--- src/hdl/qcv_pkg.sv ---
`timescale 1ns / 1ps
// ----------------------------------------------------------------------------
// qcv_pkg: shared types and constants of the quadrature counter
// Field widths, register defaults, register indexes and the command and
// status bundles between the controller and the datapath.
// ----------------------------------------------------------------------------
package qcv_pkg;

  // Field widths.
  localparam int COUNT_W   = 16;
  localparam int VEL_W     = 32;
  localparam int GAIN_W    = 32;
  localparam int STOP_W    = 24;
  localparam int MIN_W     = 10;
  localparam int FILTER_W  = 10;
  localparam int CFG_W     = 32;
  localparam int CFG_IDX_W = 2;

  // Product of the count magnitude and the gain.
  localparam int PROD_W = COUNT_W + GAIN_W;

  // Parameter defaults.
  localparam int ELAPSED_BITS_DEF = 32;
  localparam int FILTER_BITS_DEF  = 10;

  // Register reset values.
  localparam logic [GAIN_W-1:0]   GAIN_RST   = '0;
  localparam logic [STOP_W-1:0]   STOP_RST   = 24'd20000;
  localparam logic [MIN_W-1:0]    MIN_RST    = 10'd1;
  localparam logic [FILTER_W-1:0] FILTER_RST = 10'd12;

  // The count snaps back to zero when a step reaches either limit.
  localparam logic signed [COUNT_W:0] COUNT_HI = 17'sd32767;
  localparam logic signed [COUNT_W:0] COUNT_LO = -17'sd32768;

  // Configuration register indexes.
  typedef enum logic [CFG_IDX_W-1:0] {
    REG_GAIN   = 2'd0,
    REG_STOP   = 2'd1,
    REG_MIN    = 2'd2,
    REG_FILTER = 2'd3
  } qcv_reg_t;

  // Commands from the controller to the datapath.
  typedef struct packed {
    logic step;       // take the input word: filters, count, elapsed time
    logic stop;       // idle too long: velocity and elapsed time to zero
    logic mul;        // register count change times gain
    logic div_start;  // load the divider
    logic fin;        // write the saturated quotient back
    logic out_load;   // capture the result word
  } qcv_cmd_t;

  // Status from the datapath to the controller.
  typedef struct packed {
    logic upd;        // query needs a new velocity
    logic stop;       // query hits the idle limit
    logic div_busy;   // divider still iterating
  } qcv_sts_t;

endpackage

--- src/hdl/qcv_if.sv ---
`timescale 1ns / 1ps
// ----------------------------------------------------------------------------
// qcv_if: input and result channels of the quadrature counter
// Valid/ready channels; a word moves when valid and ready are both high.
// ----------------------------------------------------------------------------
interface qcv_in_if;
  logic valid;
  logic ready;
  logic pin_a;
  logic pin_b;
  logic query;
  logic clear;

  modport source (output valid, output pin_a, output pin_b, output query,
                  output clear, input ready);
  modport sink   (input valid, input pin_a, input pin_b, input query,
                  input clear, output ready);
endinterface

interface qcv_out_if;
  logic                                valid;
  logic                                ready;
  logic signed [qcv_pkg::COUNT_W-1:0]  position_count;
  logic signed [qcv_pkg::VEL_W-1:0]    velocity;
  logic                                query_done;

  modport source (output valid, output position_count, output velocity,
                  output query_done, input ready);
  modport sink   (input valid, input position_count, input velocity,
                  input query_done, output ready);
endinterface

--- src/hdl/qcv_div.sv ---
`timescale 1ns / 1ps
// ----------------------------------------------------------------------------
// qcv_div: iterative unsigned divider
// Restoring division, one quotient bit per cycle.
// ----------------------------------------------------------------------------
module qcv_div #(
  parameter int DVD_W = 48,
  parameter int DVS_W = 32
) (
  input  logic             clk,
  input  logic             rst_n,
  input  logic             start,
  input  logic [DVD_W-1:0] dividend,
  input  logic [DVS_W-1:0] divisor,
  output logic             busy,
  output logic [DVD_W-1:0] quotient
);

  localparam int CNT_W = $clog2(DVD_W + 1);

  logic [DVD_W-1:0] quo_r;
  logic [DVS_W-1:0] rem_r;
  logic [DVS_W-1:0] dvs_r;
  logic [CNT_W-1:0] cnt_r;
  logic             busy_r;
  logic [DVS_W:0]   trial;
  logic             fits;

  // Bring down the next dividend bit and try one subtraction.
  assign trial = {rem_r, quo_r[DVD_W-1]};
  assign fits  = (trial >= {1'b0, dvs_r});

  always_ff @(posedge clk) begin
    if (!rst_n) begin
      busy_r <= 1'b0;
      cnt_r  <= '0;
    end else if (start) begin
      busy_r <= 1'b1;
      cnt_r  <= CNT_W'(DVD_W);
    end else if (busy_r) begin
      cnt_r  <= cnt_r - 1'b1;
      busy_r <= (cnt_r != CNT_W'(1));
    end
  end

  always_ff @(posedge clk) begin
    if (start) begin
      quo_r <= dividend;
      rem_r <= '0;
      dvs_r <= divisor;
    end else if (busy_r) begin
      quo_r <= {quo_r[DVD_W-2:0], fits};
      rem_r <= fits ? DVS_W'(trial - {1'b0, dvs_r}) : trial[DVS_W-1:0];
    end
  end

  assign busy     = busy_r;
  assign quotient = quo_r;

  a_div_ends: assert property (@(posedge clk) disable iff (!rst_n)
    (busy_r && !start && cnt_r == CNT_W'(1)) |=> !busy_r)
    else $error("divider kept running past its last step");

endmodule

--- src/hdl/qcv_datapath.sv ---
`timescale 1ns / 1ps
// ----------------------------------------------------------------------------
// qcv_datapath: pin filters, position count and velocity arithmetic
// Holds the configuration registers, tick state, multiplier, divider and the
// result register.
// ----------------------------------------------------------------------------
module qcv_datapath #(
  parameter int ELAPSED_BITS = qcv_pkg::ELAPSED_BITS_DEF,
  parameter int FILTER_BITS  = qcv_pkg::FILTER_BITS_DEF
) (
  input  logic                               clk,
  input  logic                               rst_n,
  input  logic                               cfg_we,
  input  logic [qcv_pkg::CFG_IDX_W-1:0]      cfg_idx,
  input  logic [qcv_pkg::CFG_W-1:0]          cfg_wdata,
  input  logic                               pin_a,
  input  logic                               pin_b,
  input  logic                               query,
  input  logic                               clear,
  input  qcv_pkg::qcv_cmd_t                  cmd,
  output qcv_pkg::qcv_sts_t                  sts,
  output logic signed [qcv_pkg::COUNT_W-1:0] position_count,
  output logic signed [qcv_pkg::VEL_W-1:0]   velocity,
  output logic                               query_done
);
  import qcv_pkg::*;

  localparam int CMP_W = (FILTER_BITS > FILTER_W) ? FILTER_BITS : FILTER_W;
  localparam int TW    = (ELAPSED_BITS > STOP_W) ? ELAPSED_BITS : STOP_W;

  // Configuration.
  logic [GAIN_W-1:0]   gain_r;
  logic [STOP_W-1:0]   stop_ticks_r;
  logic [MIN_W-1:0]    min_ticks_r;
  logic [FILTER_W-1:0] filter_ticks_r;

  // Tick state.
  logic                     filt_a_r, filt_b_r;
  logic [FILTER_BITS-1:0]   hold_a_r, hold_b_r;
  logic [COUNT_W-1:0]       count_r, last_count_r;
  logic [ELAPSED_BITS-1:0]  elapsed_r;
  logic [VEL_W-1:0]         vel_r;
  logic                     query_r;

  // Arithmetic.
  logic [PROD_W-1:0]        prod_r;
  logic                     neg_r;
  logic                     div_busy;
  logic [PROD_W-1:0]        quo;

  // Result register.
  logic [COUNT_W-1:0]       pos_out_r;
  logic [VEL_W-1:0]         vel_out_r;
  logic                     qd_out_r;

  // Filter: a new level is taken once it has differed for the threshold.
  function automatic logic [FILTER_BITS:0] pin_filter(
    input logic                   pin,
    input logic                   acc,
    input logic [FILTER_BITS-1:0] hold,
    input logic [FILTER_W-1:0]    thr
  );
    logic                   a;
    logic [FILTER_BITS-1:0] h;
    a = acc;
    h = hold;
    if (pin == acc) begin
      h = '0;
    end else begin
      if (h != '1) begin
        h = h + 1'b1;
      end
      if (CMP_W'(h) >= CMP_W'(thr)) begin
        a = pin;
        h = '0;
      end
    end
    return {a, h};
  endfunction

  logic [FILTER_BITS:0]     fa_nxt, fb_nxt;
  logic signed [COUNT_W:0]  cnt_ext, cnt_step;
  logic [COUNT_W-1:0]       count_nxt;
  logic [ELAPSED_BITS-1:0]  elapsed_inc;
  logic [COUNT_W-1:0]       diff, mag;
  logic [PROD_W-1:0]        prod_nxt;
  logic                     dt_gt_min, dt_gt_stop;
  logic                     quo_ovf;
  logic [VEL_W-1:0]         vel_sat;

  always_comb begin
    fa_nxt  = pin_filter(pin_a, filt_a_r, hold_a_r, filter_ticks_r);
    fb_nxt  = pin_filter(pin_b, filt_b_r, hold_b_r, filter_ticks_r);
    cnt_ext = {count_r[COUNT_W-1], count_r};
    cnt_step = fb_nxt[FILTER_BITS] ? (cnt_ext + 17'sd1) : (cnt_ext - 17'sd1);
    if (cnt_step >= COUNT_HI || cnt_step <= COUNT_LO) begin
      cnt_step = '0;
    end
    count_nxt = count_r;
    if (!filt_a_r && fa_nxt[FILTER_BITS]) begin
      count_nxt = cnt_step[COUNT_W-1:0];
    end
    if (clear) begin
      count_nxt = '0;
    end
  end

  assign elapsed_inc = (elapsed_r != '1) ? (elapsed_r + 1'b1) : elapsed_r;

  assign diff       = count_r - last_count_r;
  assign mag        = diff[COUNT_W-1] ? (COUNT_W'(0) - diff) : diff;
  assign prod_nxt   = PROD_W'(mag) * PROD_W'(gain_r);
  assign dt_gt_min  = TW'(elapsed_r) > TW'(min_ticks_r);
  assign dt_gt_stop = TW'(elapsed_r) > TW'(stop_ticks_r);

  assign sts.upd      = query_r && dt_gt_min && (diff != '0);
  assign sts.stop     = query_r && dt_gt_min && (diff == '0) && dt_gt_stop;
  assign sts.div_busy = div_busy;

  // Quotients of 2^31 and above clamp to the signed range.
  assign quo_ovf = |quo[PROD_W-1:VEL_W-1];
  always_comb begin
    if (!neg_r) begin
      vel_sat = quo_ovf ? {1'b0, {(VEL_W-1){1'b1}}} : quo[VEL_W-1:0];
    end else begin
      vel_sat = quo_ovf ? {1'b1, {(VEL_W-1){1'b0}}} : (VEL_W'(0) - quo[VEL_W-1:0]);
    end
  end

  always_ff @(posedge clk) begin
    if (!rst_n) begin
      gain_r         <= GAIN_RST;
      stop_ticks_r   <= STOP_RST;
      min_ticks_r    <= MIN_RST;
      filter_ticks_r <= FILTER_RST;
    end else if (cfg_we) begin
      case (cfg_idx)
        REG_GAIN:   gain_r         <= cfg_wdata[GAIN_W-1:0];
        REG_STOP:   stop_ticks_r   <= cfg_wdata[STOP_W-1:0];
        REG_MIN:    min_ticks_r    <= cfg_wdata[MIN_W-1:0];
        REG_FILTER: filter_ticks_r <= cfg_wdata[FILTER_W-1:0];
        default: ;
      endcase
    end
  end

  always_ff @(posedge clk) begin
    if (!rst_n) begin
      filt_a_r     <= 1'b0;
      filt_b_r     <= 1'b0;
      hold_a_r     <= '0;
      hold_b_r     <= '0;
      count_r      <= '0;
      last_count_r <= '0;
      elapsed_r    <= '0;
      vel_r        <= '0;
      query_r      <= 1'b0;
    end else if (cmd.step) begin
      filt_a_r  <= fa_nxt[FILTER_BITS];
      hold_a_r  <= fa_nxt[FILTER_BITS-1:0];
      filt_b_r  <= fb_nxt[FILTER_BITS];
      hold_b_r  <= fb_nxt[FILTER_BITS-1:0];
      count_r   <= count_nxt;
      elapsed_r <= elapsed_inc;
      query_r   <= query;
    end else if (cmd.stop) begin
      vel_r     <= '0;
      elapsed_r <= '0;
    end else if (cmd.fin) begin
      vel_r        <= vel_sat;
      last_count_r <= count_r;
      elapsed_r    <= '0;
    end
  end

  always_ff @(posedge clk) begin
    if (cmd.mul) begin
      prod_r <= prod_nxt;
      neg_r  <= diff[COUNT_W-1];
    end
    if (cmd.out_load) begin
      pos_out_r <= count_r;
      vel_out_r <= vel_r;
      qd_out_r  <= query_r;
    end
  end

  qcv_div #(
    .DVD_W (PROD_W),
    .DVS_W (ELAPSED_BITS)
  ) u_div (
    .clk      (clk),
    .rst_n    (rst_n),
    .start    (cmd.div_start),
    .dividend (prod_r),
    .divisor  (elapsed_r),
    .busy     (div_busy),
    .quotient (quo)
  );

  assign position_count = pos_out_r;
  assign velocity       = vel_out_r;
  assign query_done     = qd_out_r;

  a_fin_clears_time: assert property (@(posedge clk) disable iff (!rst_n)
    (cmd.fin && !cmd.step) |=> (elapsed_r == '0))
    else $error("elapsed time not cleared after a velocity update");

endmodule

--- src/hdl/qcv_ctrl.sv ---
`timescale 1ns / 1ps
// ----------------------------------------------------------------------------
// qcv_ctrl: sequencer of the quadrature counter
// Steps one word through update, evaluation and, for a new velocity, multiply,
// divide and write-back, and owns the result valid flag.
// ----------------------------------------------------------------------------
module qcv_ctrl (
  input  logic              clk,
  input  logic              rst_n,
  input  logic              in_valid,
  output logic              in_ready,
  output logic              out_valid,
  input  logic              out_ready,
  input  qcv_pkg::qcv_sts_t sts,
  output qcv_pkg::qcv_cmd_t cmd
);
  import qcv_pkg::*;

  typedef enum logic [2:0] {
    S_IDLE,
    S_EVAL,
    S_MUL,
    S_DIVS,
    S_DIV,
    S_FIN,
    S_DONE
  } state_t;

  state_t state_r, state_nxt;
  logic   out_valid_r, out_valid_nxt;

  always_comb begin
    state_nxt = state_r;
    cmd       = '0;
    in_ready  = (state_r == S_IDLE);
    case (state_r)
      S_IDLE: begin
        if (in_valid) begin
          cmd.step  = 1'b1;
          state_nxt = S_EVAL;
        end
      end
      S_EVAL: begin
        if (sts.upd) begin
          state_nxt = S_MUL;
        end else begin
          cmd.stop  = sts.stop;
          state_nxt = S_DONE;
        end
      end
      S_MUL: begin
        cmd.mul   = 1'b1;
        state_nxt = S_DIVS;
      end
      S_DIVS: begin
        cmd.div_start = 1'b1;
        state_nxt     = S_DIV;
      end
      S_DIV: begin
        if (!sts.div_busy) begin
          state_nxt = S_FIN;
        end
      end
      S_FIN: begin
        cmd.fin   = 1'b1;
        state_nxt = S_DONE;
      end
      S_DONE: begin
        if (!out_valid_r || out_ready) begin
          cmd.out_load = 1'b1;
          state_nxt    = S_IDLE;
        end
      end
      default: begin
        state_nxt = S_IDLE;
      end
    endcase

    if (cmd.out_load) begin
      out_valid_nxt = 1'b1;
    end else if (out_ready) begin
      out_valid_nxt = 1'b0;
    end else begin
      out_valid_nxt = out_valid_r;
    end
  end

  always_ff @(posedge clk) begin
    if (!rst_n) begin
      state_r     <= S_IDLE;
      out_valid_r <= 1'b0;
    end else begin
      state_r     <= state_nxt;
      out_valid_r <= out_valid_nxt;
    end
  end

  assign out_valid = out_valid_r;

  a_accept_evals: assert property (@(posedge clk) disable iff (!rst_n)
    (in_valid && in_ready) |=> (state_r == S_EVAL))
    else $error("accepted word not evaluated next cycle");

  a_no_overwrite: assert property (@(posedge clk) disable iff (!rst_n)
    (out_valid_r && !out_ready) |-> !cmd.out_load)
    else $error("result register overwritten while still held");

  a_div_launched: assert property (@(posedge clk) disable iff (!rst_n)
    (state_r == S_DIVS) |=> sts.div_busy)
    else $error("divider did not start");

endmodule

--- src/hdl/quadrature_count_velocity.sv ---
`timescale 1ns / 1ps
// ----------------------------------------------------------------------------
// quadrature_count_velocity: quadrature encoder counter with velocity
// Glitch-filtered A/B pins drive a signed 16-bit position count; on a query
// the count change over the elapsed ticks gives a Q16.16 velocity.
// ----------------------------------------------------------------------------
//
//   Channel   Direction  Handshake        Word contents
//   in_ch     sink       valid/ready      pin_a, pin_b, query, clear
//   out_ch    source     valid/ready      position_count, velocity, query_done
//   cfg_*     sink       write enable     cfg_idx selects, cfg_wdata carries
//
// A word that asks for no new velocity passes accept, evaluate and result
// capture. A query that computes a new velocity passes accept, evaluate,
// multiply, divider launch, the 48-step restoring divider (one quotient bit
// per cycle over the 48-bit product of count change and gain), divider
// done, write-back and capture.
// Reset is synchronous and active low; it loads the register defaults and
// clears the tick state, and there is no initialization pass afterwards.
// The result register lets the next word be accepted while the previous
// result waits; that word then stalls at capture until out_ch is free.
//
module quadrature_count_velocity #(
  parameter int ELAPSED_BITS = qcv_pkg::ELAPSED_BITS_DEF,
  parameter int FILTER_BITS  = qcv_pkg::FILTER_BITS_DEF
) (
  input  logic                          clk,
  input  logic                          rst_n,
  input  logic                          cfg_we,
  input  logic [qcv_pkg::CFG_IDX_W-1:0] cfg_idx,
  input  logic [qcv_pkg::CFG_W-1:0]     cfg_wdata,
  qcv_in_if.sink                        in_ch,
  qcv_out_if.source                     out_ch
);
  import qcv_pkg::*;

  // Command and status bundles between the sequencer and the datapath.
  qcv_cmd_t cmd;
  qcv_sts_t sts;

  // The sequencer decides which datapath step runs each cycle and owns both
  // handshakes; the datapath holds every piece of numeric state.
  qcv_ctrl u_ctrl (
    .clk       (clk),
    .rst_n     (rst_n),
    .in_valid  (in_ch.valid),
    .in_ready  (in_ch.ready),
    .out_valid (out_ch.valid),
    .out_ready (out_ch.ready),
    .sts       (sts),
    .cmd       (cmd)
  );

  // The datapath captures the input word on the step command, so its payload
  // only needs to be stable at the accepting edge.
  qcv_datapath #(
    .ELAPSED_BITS (ELAPSED_BITS),
    .FILTER_BITS  (FILTER_BITS)
  ) u_dp (
    .clk            (clk),
    .rst_n          (rst_n),
    .cfg_we         (cfg_we),
    .cfg_idx        (cfg_idx),
    .cfg_wdata      (cfg_wdata),
    .pin_a          (in_ch.pin_a),
    .pin_b          (in_ch.pin_b),
    .query          (in_ch.query),
    .clear          (in_ch.clear),
    .cmd            (cmd),
    .sts            (sts),
    .position_count (out_ch.position_count),
    .velocity       (out_ch.velocity),
    .query_done     (out_ch.query_done)
  );

endmodule

--- src/flat_wrapper.sv ---
// flat-port wrapper written by rule: the top's interface ports become plain ports
module quadrature_count_velocity_flat import qcv_pkg::*;
#(
  parameter int ELAPSED_BITS = qcv_pkg::ELAPSED_BITS_DEF,
  parameter int FILTER_BITS  = qcv_pkg::FILTER_BITS_DEF
)
  (clk, rst_n, cfg_we, cfg_idx, cfg_wdata, in_ch_valid, in_ch_pin_a, in_ch_pin_b, in_ch_query, in_ch_clear, in_ch_ready, out_ch_valid, out_ch_position_count, out_ch_velocity, out_ch_query_done, out_ch_ready);
  qcv_in_if in_ch_i ();
  qcv_out_if out_ch_i ();
  input  logic clk;
  input  logic rst_n;
  input  logic cfg_we;
  input  logic [qcv_pkg::CFG_IDX_W-1:0] cfg_idx;
  input  logic [qcv_pkg::CFG_W-1:0] cfg_wdata;
  input wire logic [$bits(in_ch_i.valid)-1:0] in_ch_valid;
  input wire logic [$bits(in_ch_i.pin_a)-1:0] in_ch_pin_a;
  input wire logic [$bits(in_ch_i.pin_b)-1:0] in_ch_pin_b;
  input wire logic [$bits(in_ch_i.query)-1:0] in_ch_query;
  input wire logic [$bits(in_ch_i.clear)-1:0] in_ch_clear;
  output wire logic [$bits(in_ch_i.ready)-1:0] in_ch_ready;
  output wire logic [$bits(out_ch_i.valid)-1:0] out_ch_valid;
  output wire logic [$bits(out_ch_i.position_count)-1:0] out_ch_position_count;
  output wire logic [$bits(out_ch_i.velocity)-1:0] out_ch_velocity;
  output wire logic [$bits(out_ch_i.query_done)-1:0] out_ch_query_done;
  input wire logic [$bits(out_ch_i.ready)-1:0] out_ch_ready;
  assign in_ch_i.valid = in_ch_valid;
  assign in_ch_i.pin_a = in_ch_pin_a;
  assign in_ch_i.pin_b = in_ch_pin_b;
  assign in_ch_i.query = in_ch_query;
  assign in_ch_i.clear = in_ch_clear;
  assign in_ch_ready = in_ch_i.ready;
  assign out_ch_valid = out_ch_i.valid;
  assign out_ch_position_count = out_ch_i.position_count;
  assign out_ch_velocity = out_ch_i.velocity;
  assign out_ch_query_done = out_ch_i.query_done;
  assign out_ch_i.ready = out_ch_ready;
  quadrature_count_velocity #(.ELAPSED_BITS(ELAPSED_BITS), .FILTER_BITS(FILTER_BITS)) u_core (.clk(clk), .rst_n(rst_n), .cfg_we(cfg_we), .cfg_idx(cfg_idx), .cfg_wdata(cfg_wdata), .in_ch(in_ch_i), .out_ch(out_ch_i));
endmodule
--- config.mk ---
export PLATFORM = sky130hd
export DESIGN_NAME = quadrature_count_velocity_flat
export DESIGN_NICKNAME = d
export VERILOG_FILES = /design/src/hdl/qcv_pkg.sv /design/src/hdl/qcv_if.sv /design/src/hdl/qcv_div.sv /design/src/hdl/qcv_datapath.sv /design/src/hdl/qcv_ctrl.sv /design/src/hdl/quadrature_count_velocity.sv /design/src/flat_wrapper.sv
export SDC_FILE = /design/constraint.sdc
export NUM_CORES = 2
export LEC_CHECK = 0
export ABC_AREA = 1
export BUFFER_PORTS_ARGS = -buffer_cell sky130_fd_sc_hd__buf_2
export CORE_MARGIN = 4
export CORE_UTILIZATION = 60
export DETAILED_ROUTE_END_ITERATION = 8
export PLACE_DENSITY = 0.82
export SYNTH_ARGS = -nofsm -noshare
export SYNTH_HDL_FRONTEND = slang
export SYNTH_HIERARCHICAL = 1
export SYNTH_SLANG_ARGS = --single-unit
--- constraint.sdc ---
create_clock -name clk -period 9.6 [get_ports clk]
set_input_delay 0.96 -clock clk [delete_from_list [all_inputs] [get_ports clk]]
set_output_delay 0.96 -clock clk [all_outputs]
set_load 0.02 [all_outputs]
==> results.md <==
* Status: completed
* CTS root buf: clkbuf_16
* Synth top area cells: fa_1 21%, edfxtp_1 13%, nand2_1 13%
* R2R Path End: u_core/u_dp/prod_r[43]$_DFFE_PP_
* Mapped Area at ~0.040 sq mm
* Reg-to-reg slack, setup at between 0.5 and 0.6 ns
* Synth Area in Compound Gates at 0.0768
* Number of top-level pins at 94
* Design Area, Final at roughly 0.043 sq mm
* Setup Viol. Count Final at 0
* Post-Layout Cell Count at 6199
* Clk slew on worst S/H paths at roughly 0.060 ns
* Hold Path Origin: u_core/u_dp/vel_r[2]$_SDFFE_PN0P_
* Simple-gate portion of the synthesized area at 0.245
* Fin. Hold Viols at 0
* Lkg Pwr at 21.2 nW
* Starting DRC count in detailed routing at 3169
* Final Core Density at 0.650
* Crit. End Element: register
* Setup slack after layout at 0.514 ns
* Top-count cell post-synth: nand2_1
* CTS max path bufs at 3
* Die Ht at 267 um
* Fillcell total at 5646
* Setup Skew at approximately 0.019 ns
* Hold Path Depth at 0
* Adder-Cell Fraction of Synth Area at 0.286
* Antenna-violating nets left at 0
* Final wirelength at 115000 um
* Setup CP Type: reg2reg
* Multiplexer share of the synthesized area at 0.000811
* Port bufs at 93
* CTS sink cnt at roughly 420
* Post-synthesis cell type count at 66
* HPWL after detailed placement at 88800 um
* Post-DP Area at roughly 0.041 sq mm
* RSZ-0062 raised after global routing: false
* Worst Hold End: u_core/u_dp/velocity[2]$_DFFE_PP_
* Met1 WL at 45100 um
* MaxCap Viol Count at 0
* Row cnt at 94
* GRT overflow at 0
* Synthesis Warnings at 6
* WL met3 at 10700 um
* Mean Syn Cell Area at 7.61 sq um
* Setup TNS at 0 ns
* Flops & latches, synth at 416
* Main combinational cell family by area after synthesis: adder cells
* Total core area at 0.0660 sq mm
* Layout area overhead at 6.92%
* Hold-fix buffers, CTS at 0
* FFs w/ async S/R, synth at 0
* EDFF count, synth at 178
* Met2 Routed Length at approximately 53000 um
* HP Class: reg2reg
* Crit-path max FO at 14
* Worst path required time at 9.93 ns
* Worst r2r src: u_core/u_dp/count_r[0]$_SDFFE_PN0P_
* Share of post-route cells with drive strength above 1 at 0.0652
* Cell count after synthesis at 5274
* GP Congestion at 1.02
* Final period demand of the worst path at ~9 ns
* Pre-Repair DR Iteration Count at 6
* List of most frequent post-synthesis cells: 1377 x nand2_1, 1014 x inv_1, 438 x nor2_1
* CP most frequent cell: nand2_1
* NumNets Final at 6006
* Max-slew violation count at 0
* Synth top area share at 0.210
* Initial antenna violation count at 2
* Worst slack, placed at between 0.5 and 0.6 ns
* Cell taking the most area after synthesis: fa_1
* Routed vias/inst at roughly 5.7
* DRC at 0
* DIE WIDTH at 267 um
* Vias in the first global route at ~35000
* Reg2Reg Depth at 40
* Highest clock rate at 110 MHz
* VDD IR max at 313 uV
* Die area at between 0.07 and 0.08 sq mm
* Critical Path AT at 9.42 ns
* First-pass GRT wire length at 183000 um
* Final hold slack at 0.434 ns
* Initial core utilization at 0.608
* Top Layer Used: met4
* TritonCTS Buffers at 45
* H-tree depth at 2
* Clk_lat worst skew at 0.59 ns
* Sequential cell area fraction in the yosys report at 0.252
* Placed cell count at 6114
* Largest net degree at the start of global routing at 68
* Relative max-transition margin at 0.259
* Synth Flop Type: dfxtp_1
* Pwr/cell area at approximately 270 mW/mm^2
* Tot Pwr at 11.4 mW
* Via count at 35224
* Final Cycle Share at 0.946
* Max stage delay on crit path at 0.56 ns
* Tightest Pin Transition at about 1.1 ns
* CTS tree: yes
* Routed len/inst at between 15 and 20 um
* XOR/XNOR share of the synthesized area at 0.0220
* Slowest CP cell: fa_1
* Critical Path Source Type: register
* Syn nets at 5983
* Total global-route track usage at 0.325
[cells by family after synthesis]
logic type / count (synthesis)
buf+inv: 1210
flops: 416
compound gates: 564
mux: 3
xor+xnor: 101
simple gates: 2314
fa+ha+maj: 666
[repair_timing]
action | in CTS | in global routing
resized for setup | 0 | 3
buffers inserted | 0 | 0
endpoints found under the setup margin | 0 | 4
[flip-flops by register name, indices dropped and copies added (netlist names), 3 cells and up]
signal and cells:
u_core/u_dp/filter_ticks_r 10, u_core/u_dp/u_div/quotient 48, u_core/u_dp/velocity 32, u_core/u_dp/prod_r 48
u_core/u_dp/hold_b_r 10, u_core/u_dp/u_div/rem_r 32, u_core/u_dp/min_ticks_r 10, u_core/u_dp/last_count_r 16
u_core/u_ctrl/state_r 3, u_core/u_dp/gain_r 32, u_core/u_dp/elapsed_r 32, u_core/u_dp/u_div/cnt_r 6
u_core/u_dp/u_div/dvs_r 32, u_core/u_dp/stop_ticks_r 24, u_core/u_dp/vel_r 32, u_core/u_dp/position_count 16
u_core/u_dp/count_r 16, u_core/u_dp/hold_a_r 10
[layout make-up]
type,instances,area [sq um],share of cell area
Multi-Input combinational cell,3648,25400,0.591
Antenna cell,1,2.50,0.0000583
Tap cell,864,1080,0.0252
Sequential cell,416,10100,0.236
Clock inverter,28,345,0.00805
Inverter,1045,3930,0.0915
Timing Repair Buffer,141,830,0.0193
Clock buffer,56,1240,0.0289
[how the worst max path moves through the flow]
stage / from / slack (ns) / to / cells past startpoint
finish: u_core/u_dp/count_r[0]$_SDFFE_PN0P_ / 0.51 / u_core/u_dp/prod_r[43]$_DFFE_PP_ / 40
global route: u_core/u_dp/count_r[0]$_SDFFE_PN0P_ / 0.05 / u_core/u_dp/prod_r[43]$_DFFE_PP_ / 40
CTS: u_core/u_dp/count_r[0]$_SDFFE_PN0P_ / 0.47 / u_core/u_dp/prod_r[43]$_DFFE_PP_ / 39
detailed placement: u_core/u_dp/count_r[0]$_SDFFE_PN0P_ / 0.50 / u_core/u_dp/prod_r[43]$_DFFE_PP_ / 39
global placement: u_core/u_dp/count_r[0]$_SDFFE_PN0P_ / 0.66 / u_core/u_dp/prod_r[43]$_DFFE_PP_ / 39
floorplan: u_core/u_dp/count_r[0]$_SDFFE_PN0P_ / 1.93 / u_core/u_dp/prod_r[47]$_DFFE_PP_ / 39
[layout by cell type, fill, tap and decap left out, types with 11 or more instances in the layout]
master,count
nand2_1,1376
inv_1,1011
nor2_1,436
fa_1,421
a21oi_1,266
ha_1,245
dfxtp_1,238
nand3_1,223
o21ai_0,190
edfxtp_1,178
buf_2,93
nand4_1,68
xor2_1,63
nor3_1,57
clkbuf_16,47
buf_4,47
xnor2_1,37
nand3b_1,31
nand2_2,30
inv_2,28
nor2_4,25
o21ai_1,19
a21o_1,15
nor4_1,14
or2_2,12
a22oi_1,11
[layer usage]
metal / track usage / up-vias
li1: - / 16391
met1: 0.427 / 16796
met2: 0.534 / 1667
met3: 0.0530 / 370
met4: 0.146 / 0
met5: 0 / -
[worst max-delay path: cells and delay by family (launching register included)]
| kind | cells | cell delay [ns] |
|---|---|---|
| flip-flops | 1 | 0.45 |
| buffers and inverters | 10 | 1.55 |
| adder cells (fa/ha/maj) | 10 | 4.28 |
| XOR/XNOR | 1 | 0.14 |
| AO/OA/AOI/OAI | 5 | 0.85 |
| AND/OR/NAND/NOR | 14 | 1.54 |
[where the power goes]
| part | leakage (nW) | internal, mW | switching (mW) |
|---|---|---|---|
| clock | 0.770 | 1.09 | 0.763 |
| sequential | 3.59 | 2.16 | 0.138 |
| combinational | 16.8 | 2.25 | 4.97 |
(Power assumes the default switching activity.)
